`config.mk`:
```
export PLATFORM = sky130hd
export DESIGN_NAME = lru_key_value_cache
export DESIGN_NICKNAME = d
export VERILOG_FILES = /design/src/rtl/core/lkv_pkg.sv /design/src/rtl/core/lkv_slot_mem.sv /design/src/rtl/core/lkv_rank_table.sv /design/src/rtl/core/lkv_seq.sv /design/src/rtl/core/lru_key_value_cache.sv
export SDC_FILE = /design/constraint.sdc
export NUM_CORES = 1
export LEC_CHECK = 0
export ABC_AREA = 0
export BUFFER_PORTS_ARGS = -buffer_cell sky130_fd_sc_hd__buf_2
export CAP_MARGIN = 30
export CELL_PAD_IN_SITES_DETAIL_PLACEMENT = 0
export CELL_PAD_IN_SITES_GLOBAL_PLACEMENT = 1
export CORE_UTILIZATION = 52
export CTS_BUF_LIST = sky130_fd_sc_hd__clkbuf_8
export DETAILED_ROUTE_END_ITERATION = 8
export GPL_ROUTABILITY_DRIVEN = 0
export PLACE_DENSITY_LB_ADDON = 0.1
export SLEW_MARGIN = 30
export SYNTH_ARGS = -nofsm -noshare
export SYNTH_HDL_FRONTEND = slang
export SYNTH_SLANG_ARGS = --single-unit
```
`constraint.sdc`:
```
create_clock -name clk -period 7.6 [get_ports clk]
set_input_delay 0.76 -clock clk [delete_from_list [all_inputs] [get_ports clk]]
set_output_delay 0.76 -clock clk [all_outputs]
set_load 0.1 [all_outputs]
```
`src/rtl/core/lkv_pkg.sv`:
```
// ----------------------------------------------------------------------------
// lkv_pkg
// Shared types, constants and helpers for the LRU key-value cache.
// ----------------------------------------------------------------------------
package lkv_pkg;

  localparam int ENTRIES = 16;
  localparam int IDX_W   = (ENTRIES > 1) ? $clog2(ENTRIES) : 1;
  localparam int CNT_W   = $clog2(ENTRIES + 1);
  localparam int WORD_W  = 32;
  localparam int CAP_W   = 5;

  localparam logic [CAP_W-1:0] CAP_RESET = CAP_W'(16);

  localparam logic ACT_GET = 1'b0;
  localparam logic ACT_PUT = 1'b1;

  typedef logic [IDX_W-1:0]  idx_t;
  typedef logic [CNT_W-1:0]  count_t;
  typedef logic [WORD_W-1:0] word_t;
  typedef logic [CAP_W-1:0]  cap_t;

  typedef enum logic [1:0] {
    S_IDLE,
    S_SCAN,
    S_UPDATE
  } state_t;

  typedef enum logic {
    RANK_TOUCH,
    RANK_FILL
  } rank_op_t;

  // key/data store write request
  typedef struct packed {
    logic  en;
    idx_t  idx;
    word_t key;
    word_t data;
  } slot_wr_t;

  // recency update request
  typedef struct packed {
    logic     en;
    rank_op_t op;
    idx_t     slot;
    idx_t     old_rank;
    count_t   used;
  } rank_cmd_t;

  // zero acts as one, anything above the slot count saturates
  function automatic count_t eff_capacity(input cap_t cap);
    int c;
    c = int'(cap);
    if (c == 0) c = 1;
    if (c > ENTRIES) c = ENTRIES;
    return count_t'(c);
  endfunction

endpackage

```
`src/rtl/core/lkv_slot_mem.sv`:
```
// ----------------------------------------------------------------------------
// lkv_slot_mem
// Key and data storage, one write port and one registered read port.
// ----------------------------------------------------------------------------
module lkv_slot_mem import lkv_pkg::*; (
  input  logic     clk,
  input  slot_wr_t wr,
  input  idx_t     rd_idx,
  output word_t    rd_key,
  output word_t    rd_data
);

  word_t key_mem  [ENTRIES];
  word_t data_mem [ENTRIES];
  word_t rd_key_r;
  word_t rd_data_r;

  always_ff @(posedge clk) begin
    if (wr.en) begin
      key_mem[wr.idx]  <= wr.key;
      data_mem[wr.idx] <= wr.data;
    end
  end

  always_ff @(posedge clk) begin
    rd_key_r  <= key_mem[rd_idx];
    rd_data_r <= data_mem[rd_idx];
  end

  assign rd_key  = rd_key_r;
  assign rd_data = rd_data_r;

endmodule

```
`src/rtl/core/lkv_rank_table.sv`:
```
// ----------------------------------------------------------------------------
// lkv_rank_table
// Per-slot recency ranks (0 = most recent) with touch and fill updates.
// ----------------------------------------------------------------------------
module lkv_rank_table import lkv_pkg::*; (
  input  logic      clk,
  input  logic      rst_n,
  input  rank_cmd_t cmd,
  input  idx_t      rd_idx,
  output idx_t      rd_rank
);

  idx_t ranks_r   [ENTRIES];
  idx_t ranks_nxt [ENTRIES];
  idx_t rd_rank_r;

  always_comb begin
    for (int i = 0; i < ENTRIES; i++) begin
      ranks_nxt[i] = ranks_r[i];
      if (cmd.en) begin
        if (idx_t'(i) == cmd.slot) begin
          ranks_nxt[i] = '0;
        end else if (count_t'(i) < cmd.used) begin
          case (cmd.op)
            RANK_TOUCH: begin
              if (ranks_r[i] < cmd.old_rank) ranks_nxt[i] = ranks_r[i] + idx_t'(1);
            end
            RANK_FILL: begin
              ranks_nxt[i] = ranks_r[i] + idx_t'(1);
            end
            default: begin
              ranks_nxt[i] = ranks_r[i];
            end
          endcase
        end
      end
    end
  end

  always_ff @(posedge clk) begin
    if (!rst_n) begin
      for (int i = 0; i < ENTRIES; i++) ranks_r[i] <= '0;
    end else begin
      for (int i = 0; i < ENTRIES; i++) ranks_r[i] <= ranks_nxt[i];
    end
  end

  // registered to line up with the key/data read
  always_ff @(posedge clk) begin
    rd_rank_r <= ranks_r[rd_idx];
  end

  assign rd_rank = rd_rank_r;

endmodule

```
`src/rtl/core/lkv_seq.sv`:
```
// ----------------------------------------------------------------------------
// lkv_seq
// Sequencer: scans valid slots one a cycle through a shared compare stage,
// then applies the hit, fill or replace update and issues the result.
// ----------------------------------------------------------------------------
module lkv_seq import lkv_pkg::*; (
  input  logic      clk,
  input  logic      rst_n,
  input  logic      in_tvalid,
  output logic      in_tready,
  input  logic      in_action,
  input  word_t     in_key,
  input  word_t     in_value,
  output logic      out_tvalid,
  input  logic      out_tready,
  output logic      out_found,
  output word_t     out_read_data,
  input  count_t    eff_cap,
  output idx_t      rd_idx,
  input  word_t     rd_key,
  input  word_t     rd_data,
  input  idx_t      rd_rank,
  output slot_wr_t  slot_wr,
  output rank_cmd_t rank_cmd
);

  state_t state_r, state_nxt;

  logic   put_r,      put_nxt;
  word_t  key_r,      key_nxt;
  word_t  val_r,      val_nxt;
  count_t idx_r,      idx_nxt;
  logic   cmp_vld_r,  cmp_vld_nxt;
  idx_t   cmp_idx_r,  cmp_idx_nxt;
  logic   hit_r,      hit_nxt;
  idx_t   hit_idx_r,  hit_idx_nxt;
  idx_t   hit_rank_r, hit_rank_nxt;
  word_t  hit_data_r, hit_data_nxt;
  idx_t   victim_r,   victim_nxt;
  count_t used_r,     used_nxt;
  logic   out_vld_r,  out_vld_nxt;
  logic   found_r,    found_nxt;
  word_t  rdata_r,    rdata_nxt;

  logic   accept;
  logic   scan_issue;
  logic   upd_fire;
  logic   fill;
  idx_t   upd_idx;
  idx_t   lru_rank;

  assign fill     = !hit_r && (used_r < eff_cap);
  assign lru_rank = idx_t'(used_r - count_t'(1));
  assign accept   = in_tvalid && in_tready;

  // next state
  always_comb begin
    state_nxt = state_r;
    case (state_r)
      S_IDLE: begin
        if (in_tvalid) state_nxt = S_SCAN;
      end
      S_SCAN: begin
        if (idx_r == used_r && !cmp_vld_r) state_nxt = S_UPDATE;
      end
      S_UPDATE: begin
        if (!out_vld_r || out_tready) state_nxt = S_IDLE;
      end
      default: begin
        state_nxt = S_IDLE;
      end
    endcase
  end

  // outputs of the sequencer
  always_comb begin
    in_tready  = (state_r == S_IDLE);
    scan_issue = (state_r == S_SCAN) && (idx_r < used_r);
    upd_fire   = (state_r == S_UPDATE) && (!out_vld_r || out_tready);
    rd_idx     = idx_r[IDX_W-1:0];

    if (hit_r)     upd_idx = hit_idx_r;
    else if (fill) upd_idx = used_r[IDX_W-1:0];
    else           upd_idx = victim_r;

    slot_wr.en   = upd_fire && (put_r == ACT_PUT);
    slot_wr.idx  = upd_idx;
    slot_wr.key  = key_r;
    slot_wr.data = val_r;

    rank_cmd.en       = upd_fire && (hit_r || (put_r == ACT_PUT));
    rank_cmd.op       = (!hit_r && fill) ? RANK_FILL : RANK_TOUCH;
    rank_cmd.slot     = upd_idx;
    rank_cmd.old_rank = hit_r ? hit_rank_r : lru_rank;
    rank_cmd.used     = used_r;
  end

  // datapath next values
  always_comb begin
    put_nxt      = put_r;
    key_nxt      = key_r;
    val_nxt      = val_r;
    idx_nxt      = idx_r;
    hit_nxt      = hit_r;
    hit_idx_nxt  = hit_idx_r;
    hit_rank_nxt = hit_rank_r;
    hit_data_nxt = hit_data_r;
    victim_nxt   = victim_r;
    used_nxt     = used_r;
    out_vld_nxt  = out_vld_r;
    found_nxt    = found_r;
    rdata_nxt    = rdata_r;
    cmp_vld_nxt  = scan_issue;
    cmp_idx_nxt  = idx_r[IDX_W-1:0];

    if (accept) begin
      put_nxt = in_action;
      key_nxt = in_key;
      val_nxt = in_value;
      idx_nxt = '0;
      hit_nxt = 1'b0;
    end

    if (scan_issue) idx_nxt = idx_r + count_t'(1);

    // shared compare stage: one slot per cycle
    if (cmp_vld_r) begin
      if (!hit_r && rd_key == key_r) begin
        hit_nxt      = 1'b1;
        hit_idx_nxt  = cmp_idx_r;
        hit_rank_nxt = rd_rank;
        hit_data_nxt = rd_data;
      end
      if (count_t'(rd_rank) == used_r - count_t'(1)) victim_nxt = cmp_idx_r;
    end

    if (out_vld_r && out_tready) out_vld_nxt = 1'b0;

    if (upd_fire) begin
      out_vld_nxt = 1'b1;
      found_nxt   = hit_r;
      if (put_r == ACT_PUT) rdata_nxt = '0;
      else if (hit_r)       rdata_nxt = hit_data_r;
      else                  rdata_nxt = '1;
      if (put_r == ACT_PUT && fill) used_nxt = used_r + count_t'(1);
    end
  end

  always_ff @(posedge clk) begin
    if (!rst_n) begin
      state_r   <= S_IDLE;
      cmp_vld_r <= 1'b0;
      used_r    <= '0;
      out_vld_r <= 1'b0;
      idx_r     <= '0;
      hit_r     <= 1'b0;
    end else begin
      state_r   <= state_nxt;
      cmp_vld_r <= cmp_vld_nxt;
      used_r    <= used_nxt;
      out_vld_r <= out_vld_nxt;
      idx_r     <= idx_nxt;
      hit_r     <= hit_nxt;
    end
  end

  always_ff @(posedge clk) begin
    put_r      <= put_nxt;
    key_r      <= key_nxt;
    val_r      <= val_nxt;
    cmp_idx_r  <= cmp_idx_nxt;
    hit_idx_r  <= hit_idx_nxt;
    hit_rank_r <= hit_rank_nxt;
    hit_data_r <= hit_data_nxt;
    victim_r   <= victim_nxt;
    found_r    <= found_nxt;
    rdata_r    <= rdata_nxt;
  end

  assign out_tvalid    = out_vld_r;
  assign out_found     = found_r;
  assign out_read_data = rdata_r;

  a_ready_no_pending: assert property (@(posedge clk) disable iff (!rst_n)
    in_tready |-> !cmp_vld_r)
    else $error("input ready while a compare is still pending");

  a_scan_bound: assert property (@(posedge clk) disable iff (!rst_n)
    (state_r == S_SCAN) |-> (idx_r <= used_r))
    else $error("scan address ran past the used slots");

  a_used_step: assert property (@(posedge clk) disable iff (!rst_n)
    (used_r != $past(used_r)) |-> (used_r == $past(used_r) + count_t'(1)))
    else $error("slot count moved by more than one");

  a_fill_only_put_miss: assert property (@(posedge clk) disable iff (!rst_n)
    (upd_fire && (hit_r || put_r == ACT_GET)) |=> (used_r == $past(used_r)))
    else $error("slot count changed on a hit or a get");

endmodule

```
`src/rtl/core/lru_key_value_cache.sv`:
```
// ----------------------------------------------------------------------------
// lru_key_value_cache
// Fully associative key-value cache with true LRU replacement.
// ----------------------------------------------------------------------------
// sequence: after the input transfer the block scans the filled slots in order,
//   then updates them and registers out_tvalid; in_tready stays low until idle
// throughput: a new item is taken only once the last one is done, as the
//   block runs the one-slot-a-cycle key compare over the filled slots and
//   waits in the update state while the previous output is not yet taken
// reset: synchronous active-low; cache empty, capacity 16, no clearing pass
// ----------------------------------------------------------------------------
module lru_key_value_cache import lkv_pkg::*; (
  input  logic        clk,
  input  logic        rst_n,
  input  logic        in_tvalid,
  output logic        in_tready,
  input  logic [63:0] in_tdata,   // key [31:0], value [63:32]
  input  logic [0:0]  in_tuser,   // action [0]
  output logic        out_tvalid,
  input  logic        out_tready,
  output logic [31:0] out_tdata,  // read_data [31:0]
  output logic [0:0]  out_tuser,  // found [0]
  input  logic        cfg_valid,
  output logic        cfg_ready,
  input  logic [4:0]  cfg_data    // capacity [4:0]
);

  cap_t      cap_r;
  cap_t      cap_nxt;
  count_t    eff_cap;
  idx_t      rd_idx;
  word_t     rd_key;
  word_t     rd_data;
  idx_t      rd_rank;
  slot_wr_t  slot_wr;
  rank_cmd_t rank_cmd;
  logic      out_found;
  word_t     out_read_data;

  assign cfg_ready = 1'b1;
  assign cap_nxt   = (cfg_valid && cfg_ready) ? cfg_data : cap_r;

  always_ff @(posedge clk) begin
    if (!rst_n) begin
      cap_r <= CAP_RESET;
    end else begin
      cap_r <= cap_nxt;
    end
  end

  assign eff_cap = eff_capacity(cap_r);

  lkv_seq u_seq (
    .clk           (clk),
    .rst_n         (rst_n),
    .in_tvalid     (in_tvalid),
    .in_tready     (in_tready),
    .in_action     (in_tuser[0]),
    .in_key        (in_tdata[31:0]),
    .in_value      (in_tdata[63:32]),
    .out_tvalid    (out_tvalid),
    .out_tready    (out_tready),
    .out_found     (out_found),
    .out_read_data (out_read_data),
    .eff_cap       (eff_cap),
    .rd_idx        (rd_idx),
    .rd_key        (rd_key),
    .rd_data       (rd_data),
    .rd_rank       (rd_rank),
    .slot_wr       (slot_wr),
    .rank_cmd      (rank_cmd)
  );

  lkv_slot_mem u_slot_mem (
    .clk     (clk),
    .wr      (slot_wr),
    .rd_idx  (rd_idx),
    .rd_key  (rd_key),
    .rd_data (rd_data)
  );

  lkv_rank_table u_rank_table (
    .clk     (clk),
    .rst_n   (rst_n),
    .cmd     (rank_cmd),
    .rd_idx  (rd_idx),
    .rd_rank (rd_rank)
  );

  assign out_tdata    = out_read_data;
  assign out_tuser[0] = out_found;

endmodule
```
### Word level (Yosys, flattened, before mapping)

Memory sizes are Yosys's and may differ from the RTL's. A register that Yosys moved wholly into a read port is not among the register bits.
Cells that the tools add are included.
W data, S select, Z words.

| word-level totals | value |
|---|---|
| register bits | 166 |
| latch bits | 0 |
| bits in writable memories | 1088 |
| ROM bits | 0 |
| input port bits | 75 |
| word-level logic and storage cells | 257 |
| memories kept | 3 |

Memories:

| name | depth | width | read ports | clocked after memory_dff | write ports | line | text |
|---|---|---|---|---|---|---|---|
| u_slot_mem.data_mem | 16 | 32 | 1 | 1 | 1 | lkv_slot_mem.sv:14 | `word_t data_mem [ENTRIES];` |
| u_slot_mem.key_mem | 16 | 32 | 1 | 1 | 1 | lkv_slot_mem.sv:13 | `word_t key_mem [ENTRIES];` |
| u_rank_table.ranks_r | 16 | 4 | 17 | 1 | 16 | lkv_rank_table.sv:13 | `idx_t ranks_r [ENTRIES];` |

| operators by class | value |
|---|---|
| add/subtract/negate cells | 19 |
| multipliers | 0 |
| divide/modulo/power cells | 0 |
| order comparisons | 35 |
| equal/unequal tests | 23 |
| shift operators | 0 |
| muxes and demuxes | 118 |
| bitwise logic cells | 17 |
| reductions and logical operators | 25 |

Operators with widths:

| operator | count |
|---|---|
| $mux W4 | 83 |
| $pmux W4 S2 | 16 |
| $add A4 B1 Y4 const B | 16 |
| $lt A4 B4 Y1 | 16 |
| $lt A4 B5 Y1 const A | 8 |
| $eq A32 B32 Y1 | 1 |
| $eq A4 B4 Y1 const A | 8 |
| $gt A32 B6 Y1 const B | 1 |
| $mux W32 | 1 |
| $lt A3 B5 Y1 const A | 4 |
| $mux W5 | 4 |
| $eq A3 B4 Y1 const A | 4 |
| $or A1 B1 Y1 | 16 |
| $logic_and A1 B1 Y1 | 11 |
| $add A5 B1 Y5 const B | 2 |
| $lt A1 B5 Y1 const A | 2 |
| $lt A2 B5 Y1 const A | 2 |
| $lt A5 B5 Y1 | 2 |
| $mux W1 | 10 |
| $eq A2 B4 Y1 const A | 2 |
| $mux W2 | 3 |
| $pmux W2 S3 | 1 |
| $reduce_and A2 Y1 | 3 |
| $eq A4 B5 Y1 | 1 |
| 15 further kinds | 20 |

### Depth between registers and ports, before layout

Gate-level depths: netlist (run 1).

| depth | value |
|---|---|
| word-level depth | 14 |
| depth in mapped cells | 13 |

### Modules after synthesis

Synthesis (run 1) repeated with hierarchy kept, for this count alone.

| second synthesis, totals | value |
|---|---|
| cells, all modules | 2771 |
| area, all modules | 51729.6 um^2 |

By module, submodules not included:

| module | instances | cells an instance | area each (um^2) | seq. area each (um^2) |
|---|---|---|---|---|
| lkv_slot_mem | 1 | 1647 | 39581.7 | 32030.7 |
| lkv_seq | 1 | 420 | 6254.7 | 4644.5 |
| lkv_rank_table | 1 | 679 | 5660.4 | 1361.3 |
| lru_key_value_cache | 1 | 25 | 232.7 | 100.1 |

### Least setup slack after synthesis (run 1)

OpenSTA, ideal clock, no wires.

| path | value |
|---|---|
| path kind | register to register |
| start | register cap_r[4] |
| end | memory u_slot_mem.data_mem[8][0] (netlist bit), enable pin |
| data arrival time | 6.591 ns |
| slack | 0.444 ns |
| stages on the path, launching flop included | 12 |
| path buffers | 2 |
| clock period less this slack | 7.156 ns |
| cell sequence | dfxtp_1 > inv_1 > nand2_1 > ha_1 > a21o_1 > a2111oi_4 > and2_4 > buf_8 > o311ai_2 > or2_1 > buf_6 > nor3_1 |

| between the ends | value |
|---|---|
| cells in the longest elaborated chain, start to end | 8 |

RTL lines:

| item | line | text |
|---|---|---|
| start, declared | lru_key_value_cache.sv:28 | `cap_t cap_r;` |
| start signal, assigned | lru_key_value_cache.sv:47 | `cap_r <= cap_nxt;` |
| $logic_not A5 Y1 | lkv_pkg.sv:55 | `if (c == 0) c = 1;` |
| $mux W5 (*) | lkv_pkg.sv:55 |  |
| $gt A32 B6 Y1 | lkv_pkg.sv:56 | `if (c > ENTRIES) c = ENTRIES;` |
| $mux W5 (*) | lkv_pkg.sv:56 |  |
| $lt A5 B5 Y1 (*) | lkv_seq.sv:52 | `assign fill = !hit_r && (used_r < eff_cap);` |
| $logic_and A1 B1 Y1 (*) | lkv_seq.sv:52 |  |
| $mux W4 (*) | lkv_seq.sv:83 | `else if (fill) upd_idx = used_r[IDX_W-1:0];` |
| $mux W4 (*) | lkv_seq.sv:82 | `if (hit_r) upd_idx = hit_idx_r;` |
| end, declared | lkv_slot_mem.sv:14 |  |

Every way passes the cells marked *; elsewhere a longest branch is shown, timed or not.

### Worst setup path in the final report (run 1)

| path | value |
|---|---|
| start | register u_seq.used_r[3] |
| end | memory u_slot_mem.key_mem[0][9] (netlist bit), enable pin |

| between the ends | value |
|---|---|
| cells in the longest elaborated chain, start to end | 4 |

RTL lines:

| item | line | text |
|---|---|---|
| start, declared | lkv_seq.sv:40 | `count_t used_r, used_nxt;` |
| start signal, assigned | lkv_seq.sv:160 | `used_r <= used_nxt;` |
| $lt A5 B5 Y1 | lkv_seq.sv:52 |  |
| $logic_and A1 B1 Y1 | lkv_seq.sv:52 |  |
| $mux W4 (*) | lkv_seq.sv:83 |  |
| $mux W4 (*) | lkv_seq.sv:82 |  |
| end, declared | lkv_slot_mem.sv:13 |  |

Marks and branches as above.

==> flow_metrics.tcl, run 1 <==
set metrics [dict create \
    antenna_found_initial 3 \
    clk_path_buf_depth 3 \
    dp_hpwl_um 61900 \
    grt_pass1_wl_um 167000 \
    core_um2 96700 \
    clock-sinks 1322 \
    die_area_um2 98800 \
    io_buffers 109 \
    first_iter_violations 2094 \
    num_rows 114 \
    status "completed" \
    cp-start-kind "flop" \
    max_freq_ghz 0.214 \
    synth_cell_type_count 58 \
    tightest_slew_ns 1.01 \
    critPathArrivalTime_ns 5.14 \
    ys_warn_count 0 \
    avgRoutedWirePerCell_um 26.5 \
    cts_made_buffers 205 \
    max_slew_margin_pct 31.9 \
    drive_gt1_share_pct 28.2 \
    path_class "reg -> reg" \
    final_cell_mix "1,166 x edfxtp_1, 340 x mux4_2, 241 x clkbuf_8" \
    avgViaCountPerCell 5.87 \
    syn-num-nets 2599 \
    async_flop_share_pct 0 \
    grt_overflow_total 0 \
    setup_tns_ns 0 \
    die_y_um 314 \
    wl_um 111000 \
    finalClockSkew_ns 0.0243 \
    synthCells 2447 \
    die-width_um 314 \
    synth_edf_count 1166 \
    r2r_cells 9 \
    hold_path_depth 1 \
    ctsHoldBuffers 32 \
    nets 2890 \
    grt_pass1_vias 25900 \
    ios 111 \
    ir_worst_vdd_mv 0.178 \
    htree_levels 4 \
    drv_slew 0 \
    synth-main-ff-cell "edfxtp_1" \
    worstPathMaxFanout 31 \
    p_leak_nw 18.8 \
    fill_cells 7006 \
    highest_layer "met4" \
    vias 24700 \
    hp-class "in -> reg" \
    synth-seq-cells 1322 \
    syn-cell-area_um2 50700 \
    synth-seq-area-share_pct 75.2 \
    min_period_ns 4.67 \
    total_power_mw 14.1 \
    setup_viol 0 \
    syn_avg_cell_area_um2 20.7 \
    worstSetupEndpointType "flop" \
    drtPass1Iterations 5 \
    ant_nets 0 \
    clkTransAtPathRegs_ns 0.07 \
    cts_root_buffer "clkbuf_8" \
    insertion_delay_ns 0.85 \
    wl_met1_um 48600 \
    start_util_pct 52.5 \
    finalHoldViolations 0 \
    cellPowerDensity_nw_per_um2 245 \
    cts_tree "done" \
    drv_cap 0 \
    wl_met2_um 54800 \
    grt_max_degree 121 \
    cts_resized 0 \
    required_ns 8.07 \
    wl_met3_um 5480 \
    remaining_drc_errors 0 \
    areaGrowthSynthToFinish_pct 13.4 \
    fin_crit_sh_pct 61.5 \
    cts_setup_buffers 0 \
    rsz0062_at_grt "false" \
    grt_use_total_pct 23.1 \
    final_common_cell "edfxtp_1" \
]
==> routing by layer <==
layer  up-vias  global-route usage [%]
met5         -                       0
met3       176                    3.95
li1      10700                       -
met1     13100                    32.9
met2       763                    37.0
met4         0                    7.19
==> cell families (layout without fill, tap and decap cells) <==
group | Yosys count | in the layout | share of synthesized area, %
DFF | 1322 | 1322 | 75.2
AOI/OAI and AO/OA | 178 | 178 | 2.36
xor gates and xnor gates | 86 | 86 | 1.48
adders and majority gates | 77 | 77 | 1.90
muxes | 351 | 351 | 15.3
buffers and inverters | 160 | 634 | 1.25
other | 1 | 3 | 0.00739
and+or+nand+nor | 272 | 272 | 2.52
==> synth_stat cells (9+ instances only) <==
library cell	count	area, um^2
a21oi_1	68	340
and3_1	16	100
buf_1	27	101
clkbuf_1	75	282
dfxtp_1	156	3120
edfxtp_1	1166	35000
ha_1	77	963
inv_1	50	188
mux2i_1	11	110
mux4_2	340	7660
nand2_1	42	158
nand3_1	41	205
nand4_1	9	56.3
nor2_1	111	417
nor3_1	12	60.1
nor4_1	9	56.3
o21ai_0	36	180
o31ai_1	19	143
xnor2_1	42	368
xor2_1	44	385
==> state kept, by name, summed over array words and instances, names as in the netlist, 5 cells and up <==
signal and flops:
u_slot_mem.rd_data 32, u_seq.hit_data_r 32, u_seq.out_read_data 32, u_rank_table.ranks_r 64, u_seq.used_r 5, u_slot_mem.key_mem 512, u_seq.key_r 32, u_slot_mem.data_mem 512
u_seq.idx_r 5, cap_r 5, u_seq.val_r 32, u_slot_mem.rd_key 32
==> path summary, 6_finish.rpt <==
| check | from | end | slack (ns) |
|---|---|---|---|
| worst max-delay path | u_seq.used_r[3]$_SDFFE_PN0P_ | u_slot_mem.key_mem[0][9]$_DFFE_PP_ | 2.93 |
| worst min register to register | u_slot_mem.rd_data[7]$_DFF_P_ | u_seq.hit_data_r[7]$_DFFE_PP_ | 0.39 |
| worst max register to register | u_seq.used_r[3]$_SDFFE_PN0P_ | u_slot_mem.key_mem[0][9]$_DFFE_PP_ | 2.93 |
| worst min-delay path | in_tdata[54] | u_seq.val_r[22]$_DFFE_PP_ | 0.1 |
==> area by class of cell <==
type	count	area (um^2)	share of cell area, %
multi-input cells	965	12100	21.0
repair buffers	194	1370	2.38
clock buffers	241	3320	5.77
inverters	50	190	0.331
diodes	2	5.00	0.00870
flip-flops and latches	1322	38200	66.3
clock inverters	149	791	1.37
well taps	1276	1600	2.78
==> per-stage QoR <==
step                cell area, um^2  hold slack, ns  instances  utilization [%]  setup slack (ns)
floorplan                     50700           0.354       2447                -             0.444
global placement              53000           0.389       3772             54.8              3.07
detailed placement            53000           0.389       3773             54.8              2.98
CTS                           57500       0.0000722       4195             59.4              2.94
global route                  57500          0.0189       4199             59.5              2.72
finish                        57500          0.0972       4199             59.5              2.93
==> report_power, final <==
part           internal (mW)  leakage, nW  switching (mW)
logic                 0.0772         4.60           0.160
clock network           3.04         2.41            2.74
registers               7.97         11.8           0.109
==> critical path, cell delays in order (launching register included) <==
cell	delay, ns
dfxtp_1	0.55
ha_1	0.32
a21o_1	0.22
a2111oi_4	0.49
and2_4	0.39
o311ai_1	0.26
or3_1	0.60
nor2_4	0.29
buf_4	0.53
buf_4	0.57
Power figures use the tool's default switching activity.
==> run 2: changes to the inputs <==
--- a/config.mk
+++ b/config.mk
@@ -5,12 +5,12 @@
 export SDC_FILE = /design/constraint.sdc
 export NUM_CORES = 1
 export LEC_CHECK = 0
-export ABC_AREA = 0
+export ABC_AREA = 1
 export BUFFER_PORTS_ARGS = -buffer_cell sky130_fd_sc_hd__buf_2
 export CAP_MARGIN = 30
 export CELL_PAD_IN_SITES_DETAIL_PLACEMENT = 0
 export CELL_PAD_IN_SITES_GLOBAL_PLACEMENT = 1
-export CORE_UTILIZATION = 52
+export CORE_UTILIZATION = 49
 export CTS_BUF_LIST = sky130_fd_sc_hd__clkbuf_8
 export DETAILED_ROUTE_END_ITERATION = 8
 export GPL_ROUTABILITY_DRIVEN = 0
==> constraint.sdc (replaced) <==
create_clock -name clk -period 3.8 [get_ports clk]
set_input_delay 0.38 -clock clk [delete_from_list [all_inputs] [get_ports clk]]
set_output_delay 0.38 -clock clk [all_outputs]
set_load 0.1 [all_outputs]
==> flow_metrics.tcl, run 2 <==
set metrics [dict create \
    grt_max_degree 209 \
    final_cells 5996 \
    synth_cell_type_count 53 \
    status "completed" \
    grt_pass1_vias 33700 \
    avgViaCountPerCell 5.79 \
    final_cell_mix "1,166 x edfxtp_1, 605 x nor2_1, 575 x o21ai_0" \
    worstPathMaxFanout 18 \
    ir_worst_vdd_mv 0.323 \
    synthTopCellsByArea "edfxtp_1 66%, dfxtp_1 5.9%, o21ai_0 5.5%, nor2_1 4.4%, o221ai_1 3.3%" \
    critPathArrivalTime_ns 4.10 \
    die_y_um 331 \
    netlist.area_leader.share_pct 66.2 \
    drv_slew 0 \
    synth-seq-cells 1322 \
    synth_edf_count 1166 \
    clk_path_buf_depth 3 \
    dp_cells 5519 \
    fin_crit_sh_pct 92.7 \
    finalClockSkew_ns 0.0431 \
    path_cells "nor2_1 -> nand2_1 -> nand2_1 -> nand2_1 -> ha_1 -> nand3_2 -> nor2_2 -> nand2_4 -> nand2_4 -> nand2_1 -> nand3_1 -> nand2_2 -> nor2_4 -> nand2_1 -> nor2_4 -> buf_12" \
    max_slew_margin_pct 30.5 \
    r2r_cells 16 \
    remaining_drc_errors 0 \
    ios 111 \
    ant_nets 0 \
    required_ns 4.38 \
    ys_warn_count 0 \
    drv_cap 0 \
    hold_path_depth 2 \
    cp-start-kind "flop" \
    rr_endpoint "u_slot_mem.key_mem[13][14]$_DFFE_PP_" \
    tightest_slew_ns 1.04 \
    cts_made_buffers 209 \
    grt_overflow_total 0 \
    crit_path_top_delay_cell "nor2_4" \
    antenna_found_initial 2 \
    yosys.area.top_type "edfxtp_1" \
    rsz0062_at_grt "false" \
    synth-seq-area-share_pct 72.1 \
    ctsHoldBuffers 83 \
    syn-num-nets 4281 \
    async_flop_share_pct 0 \
    synth-main-ff-cell "edfxtp_1" \
    synth_common_cells "1,166 x edfxtp_1, 622 x nor2_1, 577 x o21ai_0" \
    setup_tns_ns 0 \
    avgRoutedWirePerCell_um 23.7 \
    areaGrowthSynthToFinish_pct 14.9 \
    vias 34700 \
    cellPowerDensity_nw_per_um2 467 \
    cts_resized 0 \
    insertion_delay_ns 0.90 \
    drive_gt1_share_pct 13.3 \
    cp_common_cell "nand2_1" \
    whs_endpoint "u_seq.val_r[12]$_DFFE_PP_" \
    io_buffers 109 \
    core_um2 107000 \
    worstSetupEndpointType "flop" \
    die-width_um 331 \
    clkTransAtPathRegs_ns 0.06 \
    dp_hpwl_um 81400 \
    r2r_setup_slack_ns 0.28 \
    final_common_cell "edfxtp_1" \
    synthCells 4129 \
    syn-cell-area_um2 52900 \
    largestRegisters "u_slot_mem.data_mem: 512 flops, u_slot_mem.key_mem: 512 flops, u_rank_table.ranks_r: 64 flops" \
    syn_avg_cell_area_um2 12.8 \
    path_class "reg -> reg" \
    cpPeakStageDelay_ns 0.69 \
    timing.rr.start "cap_r[1]$_SDFFE_PN0P_" \
    yosysMostFrequentCell "edfxtp_1" \
    clock-sinks 1322 \
    drtPass1Iterations 6 \
    nets 4562 \
    hold_start "in_tdata[44]" \
    num_rows 120 \
    cts_root_buffer "clkbuf_8" \
    first_iter_violations 3119 \
    grt_pass1_wl_um 211000 \
    fill_cells 8849 \
    max_freq_ghz 0.284 \
    cts_setup_buffers 0 \
    p_leak_nw 21.4 \
    die_area_um2 109000 \
    hp-class "in -> reg" \
    setup_viol 0 \
    wl_um 142000 \
    htree_levels 4 \
    grt_use_total_pct 26.0 \
    start_util_pct 49.4 \
    finalHoldViolations 0 \
    min_period_ns 3.52 \
    cts_tree "done" \
]
-- run 2: cell count changes after synthesis, sizes merged, moves of 157 or more --
cell,previous run,this run
o21ai,38,579
o221ai,0,197
nand2,42,311
nor2,111,643
nand3,41,198
mux4,340,0
-- run 2: layout make-up --
type | count | area (um^2) | share of cell area (%)
inverters | 122 | 483 | 0.795
well taps | 1403 | 1760 | 2.89
repair buffers | 330 | 3060 | 5.04
diodes | 1 | 2.50 | 0.00412
flip-flops and latches | 1322 | 38200 | 62.8
clock buffers | 232 | 3190 | 5.25
multi-input cells | 2425 | 13400 | 22.0
clock inverters | 161 | 767 | 1.26
-- run 2: logic make-up (layout without fill, tap and decap cells) --
| group | count (synthesis) | after routing | synth area share (%) |
|---|---|---|---|
| compound gates | 1052 | 1052 | 12.1 |
| xor+xnor | 57 | 57 | 0.944 |
| fa+ha+maj | 77 | 77 | 1.82 |
| buf+inv | 382 | 845 | 2.93 |
| flops | 1322 | 1322 | 72.1 |
| mux | 1 | 1 | 0.0189 |
| other cells | 1 | 2 | 0.00709 |
| simple gates | 1237 | 1237 | 10.1 |
-- run 2: critical path, delay by kind of cell (launching register included) --
kind / cells / cell delay, ns
adder cells (fa/ha/maj): 1 / 0.30
buffers and inverters: 1 / 0.25
flip-flops: 1 / 0.32
AND/OR/NAND/NOR: 14 / 2.31
-- run 2: per-stage QoR --
step	cell area [um^2]	power, mW	hold WS, ns	setup WS [ns]	utilization (%)
finish	60800	28.4	0.191	0.277	56.8
global route	60800	29.3	0.156	0.0878	56.8
CTS	60800	28.7	0.117	0.249	56.8
detailed placement	56000	17.3	0.389	0.287	52.3
global placement	56000	17.3	0.387	0.266	52.3
floorplan	53000	16.8	0.352	-0.271	-
-- run 2: power breakdown --
| part | switching (mW) | internal [mW] |
|---|---|---|
| Sequential | 0.188 | 16.0 |
| Clock | 5.63 | 5.76 |
| Combinational | 0.625 | 0.258 |
-- run 2: worst max path at each step --
stage,start,end
floorplan,u_seq.out_tvalid$_SDFFE_PN0P_,u_slot_mem.data_mem[5][0]$_DFFE_PP_
global placement,cap_r[1]$_SDFFE_PN0P_,u_slot_mem.key_mem[13][22]$_DFFE_PP_
detailed placement,cap_r[1]$_SDFFE_PN0P_,u_slot_mem.data_mem[13][16]$_DFFE_PP_
CTS,cap_r[1]$_SDFFE_PN0P_,u_slot_mem.key_mem[13][14]$_DFFE_PP_
global route,cap_r[1]$_SDFFE_PN0P_,u_slot_mem.data_mem[7][3]$_DFFE_PP_
finish,cap_r[1]$_SDFFE_PN0P_,u_slot_mem.key_mem[13][14]$_DFFE_PP_
-- run 2: routing by layer --
metal	routed length [um]	GRT usage, %	up-vias
met1	63700	36.8	17300
met2	67000	41.5	1155
met5	0	0	-
met4	2800	7.73	0
met3	8400	3.88	183
li1	-	-	16000
==> run 3: changes to the inputs <==
--- a/config.mk
+++ b/config.mk
@@ -10,8 +10,8 @@
 export CAP_MARGIN = 30
 export CELL_PAD_IN_SITES_DETAIL_PLACEMENT = 0
 export CELL_PAD_IN_SITES_GLOBAL_PLACEMENT = 1
-export CORE_UTILIZATION = 49
-export CTS_BUF_LIST = sky130_fd_sc_hd__clkbuf_8
+export CORE_UTILIZATION = 47
+export CTS_BUF_LIST = sky130_fd_sc_hd__clkbuf_16
 export DETAILED_ROUTE_END_ITERATION = 8
 export GPL_ROUTABILITY_DRIVEN = 0
 export PLACE_DENSITY_LB_ADDON = 0.1
==> flow_metrics.tcl, run 3 (same netlist as run 2, synthesis figures left out) <==
set metrics [dict create \
    status "completed" \
    p_leak_nw 21.5 \
    r2r_setup_slack_ns 0.28 \
    cpPeakStageDelay_ns 0.67 \
    finalClockSkew_ns 0.0315 \
    final_cell_mix "1,166 x edfxtp_1, 605 x nor2_1, 575 x o21ai_0" \
    endpoint "u_slot_mem.data_mem[10][0]$_DFFE_PP_" \
    remaining_drc_errors 0 \
    cp_common_cell "nand2_1" \
    die_area_um2 114000 \
    clkTransAtPathRegs_ns 0.06 \
    drive_gt1_share_pct 12.0 \
    setup_viol 0 \
    drtPass1Iterations 5 \
    critPathArrivalTime_ns 3.96 \
    avgRoutedWirePerCell_um 24.8 \
    grt_overflow_total 0 \
    min_period_ns 3.52 \
    max_freq_ghz 0.284 \
    nets 4488 \
    cts_tree "done" \
    final_common_cell "edfxtp_1" \
    avgViaCountPerCell 5.80 \
    largestRegisters "u_slot_mem.data_mem: 512 flops, u_slot_mem.key_mem: 512 flops, u_rank_table.ranks_r: 64 flops" \
    rr_endpoint "u_slot_mem.data_mem[10][0]$_DFFE_PP_" \
    timing.rr.start "cap_r[1]$_SDFFE_PN0P_" \
    path_cells "nor2_1 -> nand2_1 -> nand2_1 -> nand2_1 -> ha_1 -> nand3_2 -> nor2_2 -> nand2_4 -> nand2_4 -> nand2_1 -> nand3_1 -> nand2_1 -> nor2_4 -> nand2_1 -> nor2_4 -> buf_12" \
    num_rows 122 \
    r2r_cells 16 \
    die-width_um 337 \
    fin_crit_sh_pct 92.5 \
    crit_path_top_delay_cell "nor2_4" \
    grt_pass1_wl_um 217000 \
    tightest_slew_ns 1.01 \
    pre_cts_ws_ns 0.301 \
    clock-sinks 1322 \
    cellPowerDensity_nw_per_um2 500 \
    startpoint "cap_r[1]$_SDFFE_PN0P_" \
    worst-path-stages 16 \
    required_ns 4.24 \
    ir_worst_vdd_mv 0.497 \
    fill_cells 9303 \
    critPathTopFamily "simple AND/OR/NAND/NOR gates" \
    insertion_delay_ns 0.75 \
    diodes 0 \
    cts_root_buffer "clkbuf_16" \
    worst-path-buf-inv 1 \
    ant_nets 0 \
    hp-class "in -> reg" \
    clk_path_buf_depth 3 \
    areaGrowthSynthToFinish_pct 16.5 \
    multiInputGateArea_um2 13300 \
    ctsHoldBuffers 78 \
    grt_use_total_pct 25.8 \
    dp_hpwl_um 84100 \
    worst_slack_ns 0.283 \
    grt_pass1_vias 32600 \
    wl_um 147000 \
    htree_levels 4 \
    cts_resized 0 \
    first_iter_violations 3276 \
    cts_setup_buffers 0 \
    io_buffers 109 \
    total_power_mw 30.8 \
    worstSetupEndpointType "flop" \
    final-seq-area_um2 38200 \
    grt_max_degree 144 \
    drv_cap 0 \
    die_y_um 337 \
    vias 34400 \
    rsz0062_at_grt "false" \
    cts_made_buffers 142 \
    core_um2 111000 \
    finalHoldViolations 0 \
    cp-start-kind "flop" \
    antenna_found_initial 3 \
    worstPathMaxFanout 14 \
    start_util_pct 47.6 \
    ios 111 \
    max_slew_margin_pct 32.5 \
    path_class "reg -> reg" \
    drv_slew 0 \
]
==> run 3: cell count changes in the layout (fill, tap and decap cells not counted), moves of 14 or more <==
cell and delta:
clkbuf_8 -232, clkbuf_16 +150, inv_1 -46, clkinv_1 -17
buf_4 -14, bufinv_16 +14
==> run 3: layout make-up <==
class | instances | area share [%]
Clock buffer | 150 | 6.09
Clock inverter | 104 | 1.44
Inverter | 122 | 0.788
Multi-Input combinational cell | 2425 | 21.7
Sequential cell | 1322 | 61.9
Tap cell | 1488 | 3.02
Timing Repair Buffer | 323 | 5.11
==> run 3: per-stage QoR <==
step / TNS, ns / cell area (um^2) / util (%) / hold slack [ns] / std cells
4_1_cts: 0 / 61600 / 55.5 / 0.167 / 5934
3_5_place_dp: 0 / 56200 / 50.6 / 0.389 / 5602
5_1_grt: 0 / 61600 / 55.5 / 0.199 / 5934
3_3_place_gp: 0 / 56200 / 50.6 / 0.386 / 5602
6_report: 0 / 61600 / 55.5 / 0.219 / 5934
2_1_floorplan: -171.47 / 53000 / - / 0.352 / 4129
==> run 3: power breakdown <==
group	internal (mW)	total [mW]	switching, mW	leakage [nW]
clock	8.18	13.8	5.62	2.38
combinational	0.252	0.881	0.629	7.31
sequential	16.0	16.2	0.202	11.8
==> run 3: how the worst min path moves through the flow <==
stage,startpoint,end,slack (ns),cells past startpoint
detailed placement,u_slot_mem.rd_data[13]$_DFF_P_,u_seq.hit_data_r[13]$_DFFE_PP_,0.39,0
finish,rst_n,u_rank_table.ranks_r[6][0]$_SDFFE_PN0P_,0.22,4
floorplan,u_seq.idx_r[0]$_SDFFE_PN0P_,u_seq.cmp_idx_r[0]$_DFF_P_,0.35,0
global route,rst_n,u_rank_table.ranks_r[6][0]$_SDFFE_PN0P_,0.20,4
global placement,u_slot_mem.rd_data[25]$_DFF_P_,u_seq.hit_data_r[25]$_DFFE_PP_,0.39,0
CTS,rst_n,u_rank_table.ranks_r[6][0]$_SDFFE_PN0P_,0.17,4
==> run 3: metal layers <==
metal | share of wire (%) | track usage (%) | vias up
met4 | 2.7 | 8.09 | 2
met3 | 6.3 | 4.15 | 221
met1 | 46 | 38.0 | 17200
met5 | 0.0088 | 0 | -
met2 | 45 | 39.4 | 1152
li1 | - | - | 15900
==> run 3: worst register-to-register path: stages, from the launching register on <==
cell	delay [ns]
dfxtp_1	0.33
nor2_1	0.11
nand2_1	0.07
nand2_1	0.06
nand2_1	0.05
ha_1	0.30
nand3_2	0.10
nor2_2	0.13
nand2_4	0.11
nand2_4	0.19
nand2_1	0.08
nand3_1	0.10
nand2_1	0.15
nor2_4	0.30
nand2_1	0.20
nor2_4	0.67
buf_12	0.27
